## src/rtl/dtfx_pkg.sv

```systemverilog
// Shared types and constants for the decimal text to fixed-point converter.
// Used by dtfx_char_step, decimal_text_to_fixed_point and the bench; no dependencies.
`default_nettype none

package dtfx_pkg;

	localparam int FRAC_BITS       = 32;
	localparam int MAX_FRAC_DIGITS = 10;
	localparam int INT_W           = 31;
	localparam int DIGIT_CNT_W     = 4;
	localparam int VALUE_W         = 64;

	localparam logic [INT_W-1:0] INT_MAX = {INT_W{1'b1}};

	// parse phases
	localparam logic [1:0] PH_SKIP = 2'd0;
	localparam logic [1:0] PH_INT  = 2'd1;
	localparam logic [1:0] PH_FRAC = 2'd2;
	localparam logic [1:0] PH_DONE = 2'd3;

	// characters of interest
	localparam logic [7:0] CH_SPACE = 8'h20;
	localparam logic [7:0] CH_TAB   = 8'h09;
	localparam logic [7:0] CH_MINUS = 8'h2d;
	localparam logic [7:0] CH_PLUS  = 8'h2b;
	localparam logic [7:0] CH_POINT = 8'h2e;
	localparam logic [7:0] CH_ZERO  = 8'h30;
	localparam logic [7:0] CH_NINE  = 8'h39;

	// floor(2^FRAC_BITS / 10^k), entry k-1 for fraction digit k
	localparam logic [FRAC_BITS-1:0] FRAC_WEIGHT [10] = '{
		FRAC_BITS'((64'd1 << FRAC_BITS) / 64'd10),
		FRAC_BITS'((64'd1 << FRAC_BITS) / 64'd100),
		FRAC_BITS'((64'd1 << FRAC_BITS) / 64'd1000),
		FRAC_BITS'((64'd1 << FRAC_BITS) / 64'd10000),
		FRAC_BITS'((64'd1 << FRAC_BITS) / 64'd100000),
		FRAC_BITS'((64'd1 << FRAC_BITS) / 64'd1000000),
		FRAC_BITS'((64'd1 << FRAC_BITS) / 64'd10000000),
		FRAC_BITS'((64'd1 << FRAC_BITS) / 64'd100000000),
		FRAC_BITS'((64'd1 << FRAC_BITS) / 64'd1000000000),
		FRAC_BITS'((64'd1 << FRAC_BITS) / 64'd10000000000)
	};

	typedef struct packed {
		logic [1:0]             phase;
		logic                   negative;
		logic [INT_W-1:0]       int_acc;
		logic [FRAC_BITS-1:0]   frac_acc;
		logic [DIGIT_CNT_W-1:0] frac_digits;
		logic                   saturated;
	} parse_state_t;

	localparam parse_state_t PARSE_CLEAR = '{
		phase:       PH_SKIP,
		negative:    1'b0,
		int_acc:     '0,
		frac_acc:    '0,
		frac_digits: '0,
		saturated:   1'b0
	};

endpackage

`default_nettype wire

```

## src/rtl/dtfx_char_step.sv

```systemverilog
// Next-state logic of the parser for one character.
// Depends on dtfx_pkg.
`default_nettype none

module dtfx_char_step
	import dtfx_pkg::*;
(
	input  wire logic [7:0]   ch,
	input  wire parse_state_t cur,
	output parse_state_t      nxt
);

	logic                   is_digit;
	logic [3:0]             d;
	logic                   go_on;
	logic [1:0]             phase_eff;
	logic [INT_W+3:0]       int_t;
	logic [FRAC_BITS+3:0]   frac_term;
	logic [FRAC_BITS-1:0]   weight;

	always_comb begin
		is_digit  = ch inside {[CH_ZERO:CH_NINE]};
		d         = is_digit ? 4'(ch - CH_ZERO) : 4'd0;
		int_t     = (INT_W+4)'(cur.int_acc) * (INT_W+4)'(10) + (INT_W+4)'(d);
		weight    = FRAC_WEIGHT[cur.frac_digits];
		frac_term = (FRAC_BITS+4)'(d) * (FRAC_BITS+4)'(weight);

		nxt       = cur;
		go_on     = 1'b1;
		phase_eff = cur.phase;

		if (cur.phase == PH_SKIP) begin
			if (ch == CH_SPACE || ch == CH_TAB) begin
				go_on = 1'b0;
			end else begin
				phase_eff = PH_INT;
				nxt.phase = PH_INT;
				if (ch == CH_MINUS) begin
					nxt.negative = 1'b1;
					go_on        = 1'b0;
				end else if (ch == CH_PLUS) begin
					go_on = 1'b0;
				end
			end
		end

		if (go_on) begin
			case (phase_eff)
				PH_INT: begin
					if (ch == CH_POINT) begin
						nxt.phase = PH_FRAC;
					end else if (is_digit) begin
						if (!cur.saturated) begin
							if (int_t > (INT_W+4)'(INT_MAX)) begin
								nxt.int_acc   = INT_MAX;
								nxt.saturated = 1'b1;
							end else begin
								nxt.int_acc = int_t[INT_W-1:0];
							end
						end
					end else begin
						nxt.phase = PH_DONE;
					end
				end
				PH_FRAC: begin
					if (is_digit) begin
						// drop digits past the last weighted place
						if (cur.frac_digits < DIGIT_CNT_W'(MAX_FRAC_DIGITS)) begin
							nxt.frac_digits = cur.frac_digits + 1'b1;
							nxt.frac_acc    = cur.frac_acc + frac_term[FRAC_BITS-1:0];
						end
					end else begin
						nxt.phase = PH_DONE;
					end
				end
				default: begin
					nxt = nxt;
				end
			endcase
		end
	end

endmodule

`default_nettype wire

```

## src/rtl/decimal_text_to_fixed_point.sv

```systemverilog
// Converts ASCII decimal text, one character per transaction, to signed Q31.32.
// Depends on dtfx_pkg and dtfx_char_step.
//
// Usage:
//   The slave side takes one character per transaction: s_tdata is the ASCII
//   byte, s_tlast marks the final character of the string. Leading spaces and
//   tabs are skipped, one optional sign is taken, then integer digits and,
//   after a '.', fraction digits; any other character ends the number and the
//   rest of the string is ignored. On the s_tlast character the master side
//   presents one transaction: m_tdata holds the two's complement fixed-point
//   value, m_tuser is set when the integer part saturated at 2^31-1.
//   Characters without s_tlast produce nothing on the master side.
// Timing:
//   One character is accepted every cycle while s_tready is high. A result
//   appears on the master side after its last character is accepted: the input
//   register feeds the next-state logic, which loads the result register.
//   While the receiver stalls, characters keep flowing until a string end
//   reaches the input register with the result register still full; then
//   s_tready drops until the result is taken.
// Reset:
//   arst_n clears the parse state, the input register valid and the result valid.
`default_nettype none

module decimal_text_to_fixed_point
	import dtfx_pkg::*;
(
	input  wire logic               clk,
	input  wire logic               arst_n,
	input  wire logic               s_tvalid,
	output logic                    s_tready,
	input  wire logic [7:0]         s_tdata,   // [7:0] ch
	input  wire logic               s_tlast,   // last
	output logic                    m_tvalid,
	input  wire logic               m_tready,
	output logic [VALUE_W-1:0]      m_tdata,   // [63:0] value
	output logic                    m_tuser    // [0] overflow
);

	logic               valid_s1;
	logic [7:0]         ch_s1;
	logic               last_s1;
	parse_state_t       state_q;
	parse_state_t       state_nxt;
	logic               out_free;
	logic               advance;
	logic [VALUE_W-1:0] mag;
	logic [VALUE_W-1:0] value_q;
	logic               ovf_q;
	logic               out_valid_q;

	dtfx_char_step u_step (
		.ch  (ch_s1),
		.cur (state_q),
		.nxt (state_nxt)
	);

	assign out_free = !out_valid_q || m_tready;
	// a string end needs room in the result register; other characters never wait
	assign advance  = valid_s1 && (!last_s1 || out_free);
	assign s_tready = !valid_s1 || advance;

	assign mag = VALUE_W'({state_nxt.int_acc, state_nxt.frac_acc});

	always_ff @(posedge clk or negedge arst_n) begin
		if (!arst_n) begin
			valid_s1 <= 1'b0;
		end else if (s_tready) begin
			valid_s1 <= s_tvalid;
		end
	end

	always_ff @(posedge clk) begin
		if (s_tready && s_tvalid) begin
			ch_s1   <= s_tdata;
			last_s1 <= s_tlast;
		end
	end

	always_ff @(posedge clk or negedge arst_n) begin
		if (!arst_n) begin
			state_q <= PARSE_CLEAR;
		end else if (advance) begin
			state_q <= last_s1 ? PARSE_CLEAR : state_nxt;
		end
	end

	always_ff @(posedge clk or negedge arst_n) begin
		if (!arst_n) begin
			out_valid_q <= 1'b0;
		end else if (advance && last_s1) begin
			out_valid_q <= 1'b1;
		end else if (m_tready) begin
			out_valid_q <= 1'b0;
		end
	end

	always_ff @(posedge clk) begin
		if (advance && last_s1) begin
			value_q <= state_nxt.negative ? (VALUE_W'(0) - mag) : mag;
			ovf_q   <= state_nxt.saturated;
		end
	end

	assign m_tvalid = out_valid_q;
	assign m_tdata  = value_q;
	assign m_tuser  = ovf_q;

endmodule

`default_nettype wire

```

## config.mk

```make
export PLATFORM = sky130hd
export DESIGN_NAME = decimal_text_to_fixed_point
export DESIGN_NICKNAME = d
export VERILOG_FILES = /design/src/rtl/dtfx_pkg.sv /design/src/rtl/dtfx_char_step.sv /design/src/rtl/decimal_text_to_fixed_point.sv
export SDC_FILE = /design/constraint.sdc
export NUM_CORES = 1
export LEC_CHECK = 0
export BUFFER_PORTS_ARGS = -buffer_cell sky130_fd_sc_hd__buf_2
export CORE_MARGIN = 5
export CORE_UTILIZATION = 30
export DETAILED_ROUTE_END_ITERATION = 6
export HOLD_SLACK_MARGIN = 0.06
export SYNTH_ARGS = -nofsm -noshare
export SYNTH_HDL_FRONTEND = slang
export SYNTH_SLANG_ARGS = --single-unit
```

## constraint.sdc

```tcl
create_clock -name clk -period 8.5 [get_ports clk]
set_input_delay 2.55 -clock clk [delete_from_list [all_inputs] [get_ports clk]]
set_output_delay 2.55 -clock clk [all_outputs]
set_load 0.005 [all_outputs]
```

==> results of run 1 <==
where the power goes:
group          switching (mW)  leakage (nW)  internal (mW)
Sequential             0.0172          1.73          0.773
Clock                   0.362         0.267          0.380
Combinational           0.175          5.70         0.0881
tightest hold or removal path: stages (launching register included):
cell and delay [ns]:
dfrtp_1 0.40, nand2_1 0.06, o21ai_0 0.06
cells in the final DEF, fill, tap and decap left out, types with 13 or more instances in the layout:
cell | synthesis | final
a21o_1 | 21 | 21
a21oi_1 | 109 | 107
a31oi_1 | 21 | 20
and2_1 | 23 | 22
and3_1 | 29 | 29
buf_2 | 5 | 78
buf_4 | 2 | 33
clkbuf_16 | 0 | 17
dfrtp_1 | 73 | 73
edfxtp_1 | 74 | 74
fa_1 | 77 | 77
ha_1 | 116 | 115
inv_1 | 166 | 165
mux2i_1 | 22 | 22
nand2_1 | 174 | 173
nand3_1 | 39 | 39
nand4_1 | 16 | 16
nor2_1 | 142 | 142
nor3_1 | 53 | 51
nor4_1 | 19 | 18
o211ai_1 | 17 | 17
o21a_1 | 13 | 13
o21ai_0 | 126 | 126
o22ai_1 | 26 | 26
o31ai_1 | 13 | 13
or3_1 | 20 | 20
xnor2_1 | 82 | 82
xor2_1 | 39 | 39
layer usage:
layer | global-route usage | part of all wire | vias to the layer above | wire length [um]
li1 | - | - | 6504 | -
met1 | 0.261 | 0.49 | 6686 | 24100
met2 | 0.248 | 0.41 | 524 | 20300
met3 | 0.0399 | 0.072 | 67 | 3510
met4 | 0.0502 | 0.023 | 0 | 1130
met5 | 0 | 0 | - | 0
path summary, 6_finish.rpt:
path                               end  cells past startpoint       start  slack [ns]
min reg2reg                 state_q[7]                      2  state_q[7]        0.56
min                         state_q[7]                      2  state_q[7]        0.56
max in group asynchronous  state_q[48]                      2      arst_n        5.41
max reg2reg                m_tdata[52]                     27    ch_s1[7]        0.52
max                        m_tdata[52]                     27    ch_s1[7]        0.52
min in group asynchronous  state_q[17]                      1      arst_n        1.99
cells by family (layout without fill, tap and decap cells):
group | after synthesis | count (layout) | synth area share
xor gates and xnor gates | 122 | 122 | 0.0701
AOI/OAI and AO/OA | 463 | 463 | 0.198
DFF | 147 | 147 | 0.264
adders and majority gates | 193 | 193 | 0.195
muxes | 26 | 26 | 0.0173
buffers and inverters | 243 | 309 | 0.0613
and+or+nand+nor | 597 | 597 | 0.195
state kept, by name (all words and copies together) (netlist names):
signal,cells
valid_s1,1
m_tdata,64
last_s1,1
m_tuser,1
ch_s1,8
m_tvalid,1
state_q,71
area by class of cell:
class                           count  share of cell area
Multi-Input combinational cell   1401               0.609
Sequential cell                   147               0.236
Tap cell                          672              0.0490
Timing Repair Buffer              111              0.0372
Inverter                          166              0.0363
Clock buffer                       17              0.0248
Clock inverter                     15             0.00708
metrics by stage:
step,util,std cells,instance area [um^2]
CTS,0.339,2527,17100
global route,0.340,2529,17100
finish,0.340,2529,17100
detailed placement,0.328,2495,16500
floorplan,-,1791,15300
global placement,0.328,2495,16500
timing repair:
action / 4_1_cts / 5_1_grt
pin swaps: 0 / 2
resized for setup: 1 / 13
endpoints found under the setup margin: 7 / 30
buffers inserted: 0 / 2
==> key figures, run 1 <==
Status
  – Status: finished clean

Finish
  – Multi-input gate area: 10,400 um^2
  – P&R area growth vs syn: 11.7%
  – Fin nets: 2,050
  – N_diodes: 0
  – Fill cell count: 5,202
  – Share of layout cells above drive strength 1: 0.108
  – Seq. cell area: 4050 um^2

STA
  – Hold Slack: 0.559 ns
  – Max frequency: 0.125 GHz
  – Fin. max-slew vios: 0
  – Setup_tns: 0 ns
  – Worst Tran Pin Value: 1.02 ns
  – Final Hold Fails: 0
  – Max_slew headroom: 0.312
  – Final setup fails: 0
  – Unrepaired setup endpoints after global routing: no
  – Final Skew: 0.0165 ns
  – Final worst-path cycle share: 0.939
  – Final Critical Period: 7.98 ns
  – Final WS setup: 0.521 ns

Route
  – DRT Pass-1 Iters: 6
  – Number of remaining DRC errors: 0
  – Post-route ant nets: 0
  – Vias/cell: 5.45
  – Routed WL: 49.1 mm
  – Via count: 13,800
  – Routed WL per cell: 19.4 um
  – First DRT Iteration DRCs: 1,411

Die
  – Die Height: 236 um
  – Io pins: 80
  – Row count: 82
  – Core Region: 50,400 um^2
  – Starting Density: 0.305
  – Die width: 236 um
  – Die area: 55,800 um^2

Setup path
  – Startpoint Class: register
  – Crit path capture type: register
  – Worst path required time: 8.71 ns
  – CP bufs+invs: 5
  – Top Family by Delay on Critical Path: simple AND/OR/NAND/NOR gates
  – Slowest CP cell: fa_1
  – Critical path data arrival time: 8.19 ns
  – CP max FO: 10
  – Peak per-stage delay on the critical path: 0.55 ns
  – Kind of critical path: register to register

Synth
  – Syn Area/Cell: 8.57 um^2
  – Top cells by count, synth: nand2_1, inv_1, nor2_1
  – Most frequent cell after synthesis: nand2_1
  – Synth area leader: edfxtp_1
  – Synth warn: 0
  – Post-Syn Area: 15,300 um^2
  – Count of different cell masters after synthesis: 98
  – Post-synth EDFFs: 74
  – Syn nets: 1,997
  – Top-area cell type share of the netlist area: 0.145
  – Seq cells post-synth: 147
  – Seq/Total Area, Yosys: 0.264
  – Async set-reset flop share out of synthesis: 0.497
  – Synth Flop Type: edfxtp_1
  – Largest cells by area after synthesis: edfxtp_1, dfrtp_1, fa_1
  – Synthesized instance count: 1,791

GRT
  – Initial antenna violation count: 0
  – Global-route wire length before repair: 77.6 mm
  – Vias in the first global route: 13,400
  – Grt total ovfl: 0
  – Largest net degree at the start of global routing: 54
  – GRT Resource Usage Total: 0.173

Min path
  – Hold crit path type: register to register

Run
  – Max cap viols: 0

Power and ir drop
  – Leak pwr: 7.69 nW
  – Max rail drop VDD: 0.150 mV
  – Overall power: 1.80 mW
  – PwrDens: 105 nW/um^2

CTS
  – CTS tree: yes
  – CTS max path bufs: 2
  – # clock sinks: 147
  – Root Buffer: clkbuf_16
  – Clk_lat worst skew: 0.48 ns
  – Hold_buf cts: 0
  – H-tree lvl count: 4
  – Total CTS buffers: 17
  – Register clock-pin slew on the reported worst setup and hold paths: 0.07 ns

Place
  – Gp weighted congestion: 0.928
  – Detailed placement HPWL: 37.9 mm
  – Post-place setup slack: -0.0496 ns
  – Port buffer count: 79
Note: power is estimated with default switching activity, not from simulation.
==> run 2: changes to the inputs <==
- CORE_UTILIZATION: 30 -> 55
- PLACE_DENSITY: unset -> 0.73
==> key figures, run 2 (synthesized netlist as in run 1, its figures left out) <==
Power and ir drop
  – Clock power frac: 0.430 (was 0.413)
  – Seq pwr share: 0.428 (was 0.440)
  – Logic pwr share: 0.141 (was 0.147)
  – Max rail drop VDD: 0.147 mV (was 0.150 mV)
  – Sw frac: 0.278 (was 0.309)
  – Leak pwr: 7.71 nW (was 7.69 nW)
  – Overall power: 1.85 mW (was 1.80 mW)
  – PwrDens: 110 nW/um^2 (was 105 nW/um^2)
  – NetSw: 0.513 mW (was 0.554 mW)
  – Internal power: 1.33 mW (was 1.24 mW)

Finish
  – Most frequent cells in the layout: nand2_1, inv_1, nor2_1 (unchanged)
  – Share of layout cells above drive strength 1: 0.107 (was 0.108)
  – N_diodes: 0 (unchanged)
  – Most flops, register: state_q (unchanged)
  – Max reg flops: 71 (unchanged)
  – Fin nets: 2,052 (was 2,050)
  – Finished Cell Area: 16,800 um^2 (was 17,100 um^2)
  – P&R area growth vs syn: 9.65% (was 11.7%)
  – Fill cell count: 2,449 (was 5,202)
  – Most common cell after layout, fill and taps aside: nand2_1 (unchanged)

Setup path
  – CP startpoint: ch_s1[7] (unchanged)
  – CP max FO: 14 (was 10)
  – Startpoint Class: register (unchanged)
  – Crit path capture type: register (unchanged)
  – Worst path required time: 8.68 ns (was 8.71 ns)
  – Kind of critical path: register to register (unchanged)
  – Critical R2R Launch: ch_s1[7] (unchanged)
  – Critical path data arrival time: 8.33 ns (was 8.19 ns)

Place
  – Post-place setup slack: -0.0612 ns (was -0.0496 ns)
  – Cell Area, Placed: 16,200 um^2 (was 16,500 um^2)
  – Gp weighted congestion: 0.950 (was 0.928)
  – Detailed placement HPWL: 35.4 mm (was 37.9 mm)
  – Port buffer count: 79 (unchanged)

CTS
  – Clk_lat worst skew: 0.45 ns (was 0.48 ns)
  – CTS max path bufs: 2 (unchanged)
  – # clock sinks: 147 (unchanged)
  – CTS tree: yes (unchanged)
  – H-tree lvl count: 4 (unchanged)
  – Total CTS buffers: 17 (unchanged)
  – Register clock-pin slew on the reported worst setup and hold paths: 0.06 ns (was 0.07 ns)
  – Root Buffer: clkbuf_16 (unchanged)

STA
  – Final WS setup: 0.354 ns (was 0.521 ns)
  – Hold Slack: 0.551 ns (was 0.559 ns)
  – Max_slew headroom: 0.195 (was 0.312)
  – Unrepaired setup endpoints after global routing: no (unchanged)
  – Fin. max-slew vios: 0 (unchanged)
  – Setup_tns: 0 ns (unchanged)
  – Final worst-path cycle share: 0.958 (was 0.939)
  – Final Hold Fails: 0 (unchanged)
  – Final Critical Period: 8.15 ns (was 7.98 ns)
  – Max frequency: 0.123 GHz (was 0.125 GHz)
  – Worst Tran Pin Value: 1.21 ns (was 1.02 ns)
  – Final setup fails: 0 (unchanged)
  – Final Skew: 0.0169 ns (was 0.0165 ns)

Min path
  – Hold Startpoint: state_q[10] (was state_q[7])
  – Hold crit path type: register to register (unchanged)

Route
  – Number of remaining DRC errors: 0 (unchanged)
  – Routed WL: 46.0 mm (was 49.1 mm)
  – Vias/cell: 6.25 (was 5.45)
  – DRT Pass-1 Iters: 6 (unchanged)
  – First DRT Iteration DRCs: 1,416 (was 1,411)
  – Routed WL per cell: 20.6 um (was 19.4 um)
  – Via count: 14,000 (was 13,800)
  – Post-route ant nets: 0 (unchanged)

Die
  – Die width: 177 um (was 236 um)
  – Starting Density: 0.554 (was 0.305)
  – Core Region: 27,700 um^2 (was 50,400 um^2)
  – Die area: 31,300 um^2 (was 55,800 um^2)
  – Io pins: 80 (unchanged)
  – Row count: 61 (was 82)
  – Die Height: 177 um (was 236 um)

GRT
  – Largest net degree at the start of global routing: 67 (was 54)
  – GRT Resource Usage Total: 0.295 (was 0.173)
  – Grt total ovfl: 0 (unchanged)
  – Initial antenna violation count: 0 (unchanged)
  – Global-route wire length before repair: 73.2 mm (was 77.6 mm)
  – Vias in the first global route: 13,400 (about the same)

Run
  – Max cap viols: 0 (unchanged)

Status
  – Status: finished clean (unchanged)
[run 2: cell types whose count changed in the layout (fill, tap and decap cells not counted), sizes merged]
cell and change:
bufinv +3, inv -5, clkbuf +3, clkinv -1
buf +2
[run 2: repair_timing]
action	in CTS	in global routing
endpoints found under the setup margin	13	27
setup buffers	1	1
hold buffers	0	0
resized for setup	2	8
pin swaps	1	1
cloned	0	0
[run 2: cell type report]
| type | instances | area, um^2 | share of cell area |
|---|---|---|---|
| Inverter | 166 | 623 | 0.0370 |
| Multi-Input combinational cell | 1401 | 10400 | 0.620 |
| Clock inverter | 12 | 155 | 0.00922 |
| Clock buffer | 20 | 447 | 0.0265 |
| Sequential cell | 147 | 4050 | 0.241 |
| Tap cell | 378 | 473 | 0.0281 |
| Timing Repair Buffer | 113 | 653 | 0.0388 |
[run 2: per-layer routing]
layer / global-route usage / share of wire
met1: 0.440 / 0.46
met2: 0.436 / 0.42
met3: 0.0652 / 0.092
met4: 0.0751 / 0.023
met5: 0 / 0
[run 2: path summary, 6_finish.rpt]
check	end	slack [ns]	cells after the start
worst max-delay path	m_tdata[40]	0.35	24
worst min-delay path	state_q[10]	0.55	2
worst max register to register	m_tdata[40]	0.35	24
worst min register to register	state_q[10]	0.55	2
max in group asynchronous	state_q[42]	5.38	2
min in group asynchronous	state_q[63]	1.92	1
[run 2: worst max-delay path, stage by stage, from the launching register on]
cell	delay, ns
edfxtp_1	0.41
nor4bb_2	0.43
and2_1	0.33
nand2_2	0.24
nor3_1	0.33
nand2_1	0.18
fa_1	0.56
inv_1	0.06
fa_1	0.53
inv_1	0.06
fa_1	0.50
inv_1	0.04
ha_1	0.36
nand2_1	0.14
o21ai_1	0.47
o21a_1	0.23
o21ai_0	0.10
o211ai_1	0.36
xor2_1	0.15
o41ai_1	0.48
nand4b_1	0.32
nand3b_1	0.39
nor4bb_1	0.83
a21oi_1	0.17
xnor2_1	0.20
[run 2: power groups by stage]
stage	clock network (mW)	registers, mW	logic, mW
6_report	0.794	0.790	0.261
5_1_grt	0.833	0.792	0.283
4_1_cts	0.807	0.790	0.251
3_5_place_dp	0	0.804	0.247
3_3_place_gp	0	0.803	0.243
2_1_floorplan	0	0.800	0.154
[run 2: stage by stage]
stage / std cells / util
floorplan: 1791 / -
global placement: 2203 / 0.583
detailed placement: 2203 / 0.583
CTS: 2236 / 0.606
global route: 2237 / 0.607
finish: 2237 / 0.607
==> run 3: changes to the inputs <==
==> constraint.sdc (replaced) <==
create_clock -name clk -period 8.5 [get_ports clk]
set_input_delay 0.425 -clock clk [delete_from_list [all_inputs] [get_ports clk]]
set_output_delay 0.425 -clock clk [all_outputs]
set_load 0.005 [all_outputs]
==> key figures, run 3 (synthesized netlist as in run 1, its figures left out) <==
Finish
  – Most flops, register: state_q (unchanged)
  – Share of layout cells above drive strength 1: 0.106 (was 0.107)
  – Fin nets: 2,053 (was 2,052)
  – Final design utilization: 0.608 (was 0.607)
  – Fill cell count: 2,447 (was 2,449)
  – Most frequent cells in the layout: nand2_1, inv_1, nor2_1 (unchanged)
  – P&R area growth vs syn: 9.72% (was 9.65%)
  – N_diodes: 0 (unchanged)
  – Max reg flops: 71 (unchanged)
  – Most common cell after layout, fill and taps aside: nand2_1 (unchanged)

Power and ir drop
  – Clock power frac: 0.431 (was 0.430)
  – Seq pwr share: 0.428 (about the same)
  – PwrDens: 110 nW/um^2 (about the same)
  – NetSw: 0.515 mW (was 0.513 mW)
  – Max rail drop VDD: 0.148 mV (was 0.147 mV)
  – Internal power: 1.33 mW (about the same)
  – Leak pwr: 7.71 nW (about the same)
  – Sw frac: 0.279 (was 0.278)
  – Logic pwr share: 0.141 (about the same)

GRT
  – GRT Resource Usage Total: 0.295 (about the same)
  – Grt total ovfl: 0 (unchanged)
  – Initial antenna violation count: 0 (unchanged)
  – Largest net degree at the start of global routing: 67 (unchanged)
  – Global-route wire length before repair: 73.2 mm (about the same)
  – Vias in the first global route: 13,400 (about the same)

Route
  – DRT Pass-1 Iters: 6 (unchanged)
  – Routed WL per cell: 20.6 um (about the same)
  – Wl on met1: 21.3 mm (was 21.2 mm)
  – Vias/cell: 6.27 (was 6.25)
  – Routed length on met2: 19.4 mm (was 19.5 mm)
  – Via count: 14,000 (about the same)
  – First DRT Iteration DRCs: 1,335 (was 1,416)
  – Number of remaining DRC errors: 0 (unchanged)
  – Post-route ant nets: 0 (unchanged)
  – DR WL met3: 4.34 mm (was 4.24 mm)
  – Routed WL: 46.1 mm (was 46.0 mm)
  – Top layer reached by signal wires: met4 (unchanged)

Setup path
  – R2r endpoint: m_tdata[40] (unchanged)
  – CP bufs+invs: 3 (unchanged)
  – CP max FO: 14 (unchanged)
  – Kind of critical path: register to register (unchanged)
  – Cell depth of the worst flop-to-flop path: 24 (unchanged)
  – Peak per-stage delay on the critical path: 0.80 ns (was 0.83 ns)
  – Reg2Reg Setup Slack: 0.36 ns (was 0.35 ns)
  – Startpoint Class: register (unchanged)
  – Slowest CP cell: nor4bb_1 (unchanged)
  – Critical R2R Launch: ch_s1[7] (unchanged)
  – Crit path capture type: register (unchanged)
  – Crit path cell chain: nor4bb_2 -> and2_1 -> nand2_2 -> nor3_1 -> nand2_1 -> fa_1 -> inv_1 -> fa_1 -> inv_1 -> fa_1 -> inv_1 -> ha_1 -> nand2_1 -> o21ai_1 -> o21a_1 -> o21ai_0 -> o211ai_1 -> xor2_1 -> o41ai_1 -> nand4b_1 -> nand3b_1 -> nor4bb_1 -> a21oi_1 -> xnor2_1 (unchanged)
  – Worst path required time: 8.68 ns (about the same)
  – Top Family by Delay on Critical Path: simple AND/OR/NAND/NOR gates (unchanged)
  – Critical path data arrival time: 8.32 ns (was 8.33 ns)

CTS
  – H-tree lvl count: 4 (unchanged)
  – Root Buffer: clkbuf_16 (unchanged)
  – Register clock-pin slew on the reported worst setup and hold paths: 0.06 ns (about the same)
  – Total CTS buffers: 17 (unchanged)
  – CTS max path bufs: 2 (unchanged)
  – # clock sinks: 147 (unchanged)
  – Clk_lat worst skew: 0.45 ns (about the same)
  – CTS tree: yes (unchanged)

Min path
  – Hold crit path type: input port to register (was register to register)
  – Hold Path End: last_s1 (was state_q[10])
  – Hold Startpoint: s_tlast (was state_q[10])
  – Hold Path Depth: 1 (was 2)

Die
  – Starting Density: 0.554 (unchanged)
  – Die Height: 177 um (unchanged)
  – Die area: 31,300 um^2 (unchanged)
  – Core Region: 27,700 um^2 (unchanged)
  – Row count: 61 (unchanged)
  – Die width: 177 um (unchanged)
  – Io pins: 80 (unchanged)

STA
  – Setup_tns: 0 ns (unchanged)
  – Max_slew headroom: 0.218 (was 0.195)
  – Final Skew: 0.0166 ns (was 0.0169 ns)
  – Final worst-path cycle share: 0.957 (was 0.958)
  – Final Critical Period: 8.14 ns (was 8.15 ns)
  – Final Hold Fails: 0 (unchanged)
  – Max frequency: 0.123 GHz (about the same)
  – Fin. max-slew vios: 0 (unchanged)
  – Final setup fails: 0 (unchanged)
  – Worst Tran Pin Value: 1.17 ns (was 1.21 ns)
  – Unrepaired setup endpoints after global routing: no (unchanged)

Place
  – Detailed placement HPWL: 35.4 mm (unchanged)
  – Port buffer count: 79 (unchanged)
  – Gp weighted congestion: 0.950 (unchanged)

Run
  – Max cap viols: 0 (unchanged)

Status
  – Status: finished clean (unchanged)
## run 3: how the worst max path moves through the flow
stage / start / to / slack [ns] / cells past startpoint
after floorplan: ch_s1[7] / m_tdata[56] / 1.24 / 27
after global placement: ch_s1[7] / m_tdata[56] / 0.23 / 26
after detailed placement: ch_s1[7] / m_tdata[56] / -0.06 / 26
after CTS: ch_s1[7] / m_tdata[56] / 0.09 / 26
after global routing: ch_s1[7] / m_tdata[60] / 0.04 / 26
final: ch_s1[7] / m_tdata[40] / 0.36 / 24
## run 3: area by class of cell
class	instances	area, um^2	share of cell area
sequential	147	4050	0.240
clock buffer	20	447	0.0265
tap	378	473	0.0281
clock inverter	12	155	0.00921
multi-input combinational	1401	10400	0.619
timing repair buffer	114	663	0.0394
inverter	166	623	0.0370
## run 3: power groups by stage
stage                     clock, mW  combinational, mW  sequential [mW]
after floorplan                   0              0.154            0.800
after global placement            0              0.243            0.803
after detailed placement          0              0.247            0.804
after CTS                     0.807              0.252            0.790
after global routing          0.833              0.283            0.792
final                         0.796              0.261            0.790
## run 3: per-stage QoR
stage	instance area [um^2]	setup WS (ns)	instances	hold slack [ns]	power [mW]
finish	16800	0.365	2238	0.161	1.85
floorplan	15300	1.24	1791	0.129	0.954
detailed placement	16200	-0.0612	2203	0.248	1.05
global placement	16200	0.232	2203	0.246	1.05
CTS	16800	0.0868	2237	0.141	1.85
global route	16800	0.0398	2238	0.143	1.91
## run 3: routing by layer
layer | global-route usage | vias to the layer above
li1 | - | 6511
met5 | 0 | -
met2 | 0.436 | 682
met4 | 0.0751 | 0
met3 | 0.0652 | 75
met1 | 0.440 | 6754
## run 3: repair_timing
item	CTS	global route
pin swaps	1	1
hold endpoints to repair	7	0
gates resized for setup	2	8
buffers inserted	1	1
hold buffers	1	0
endpoints found under the setup margin	13	27
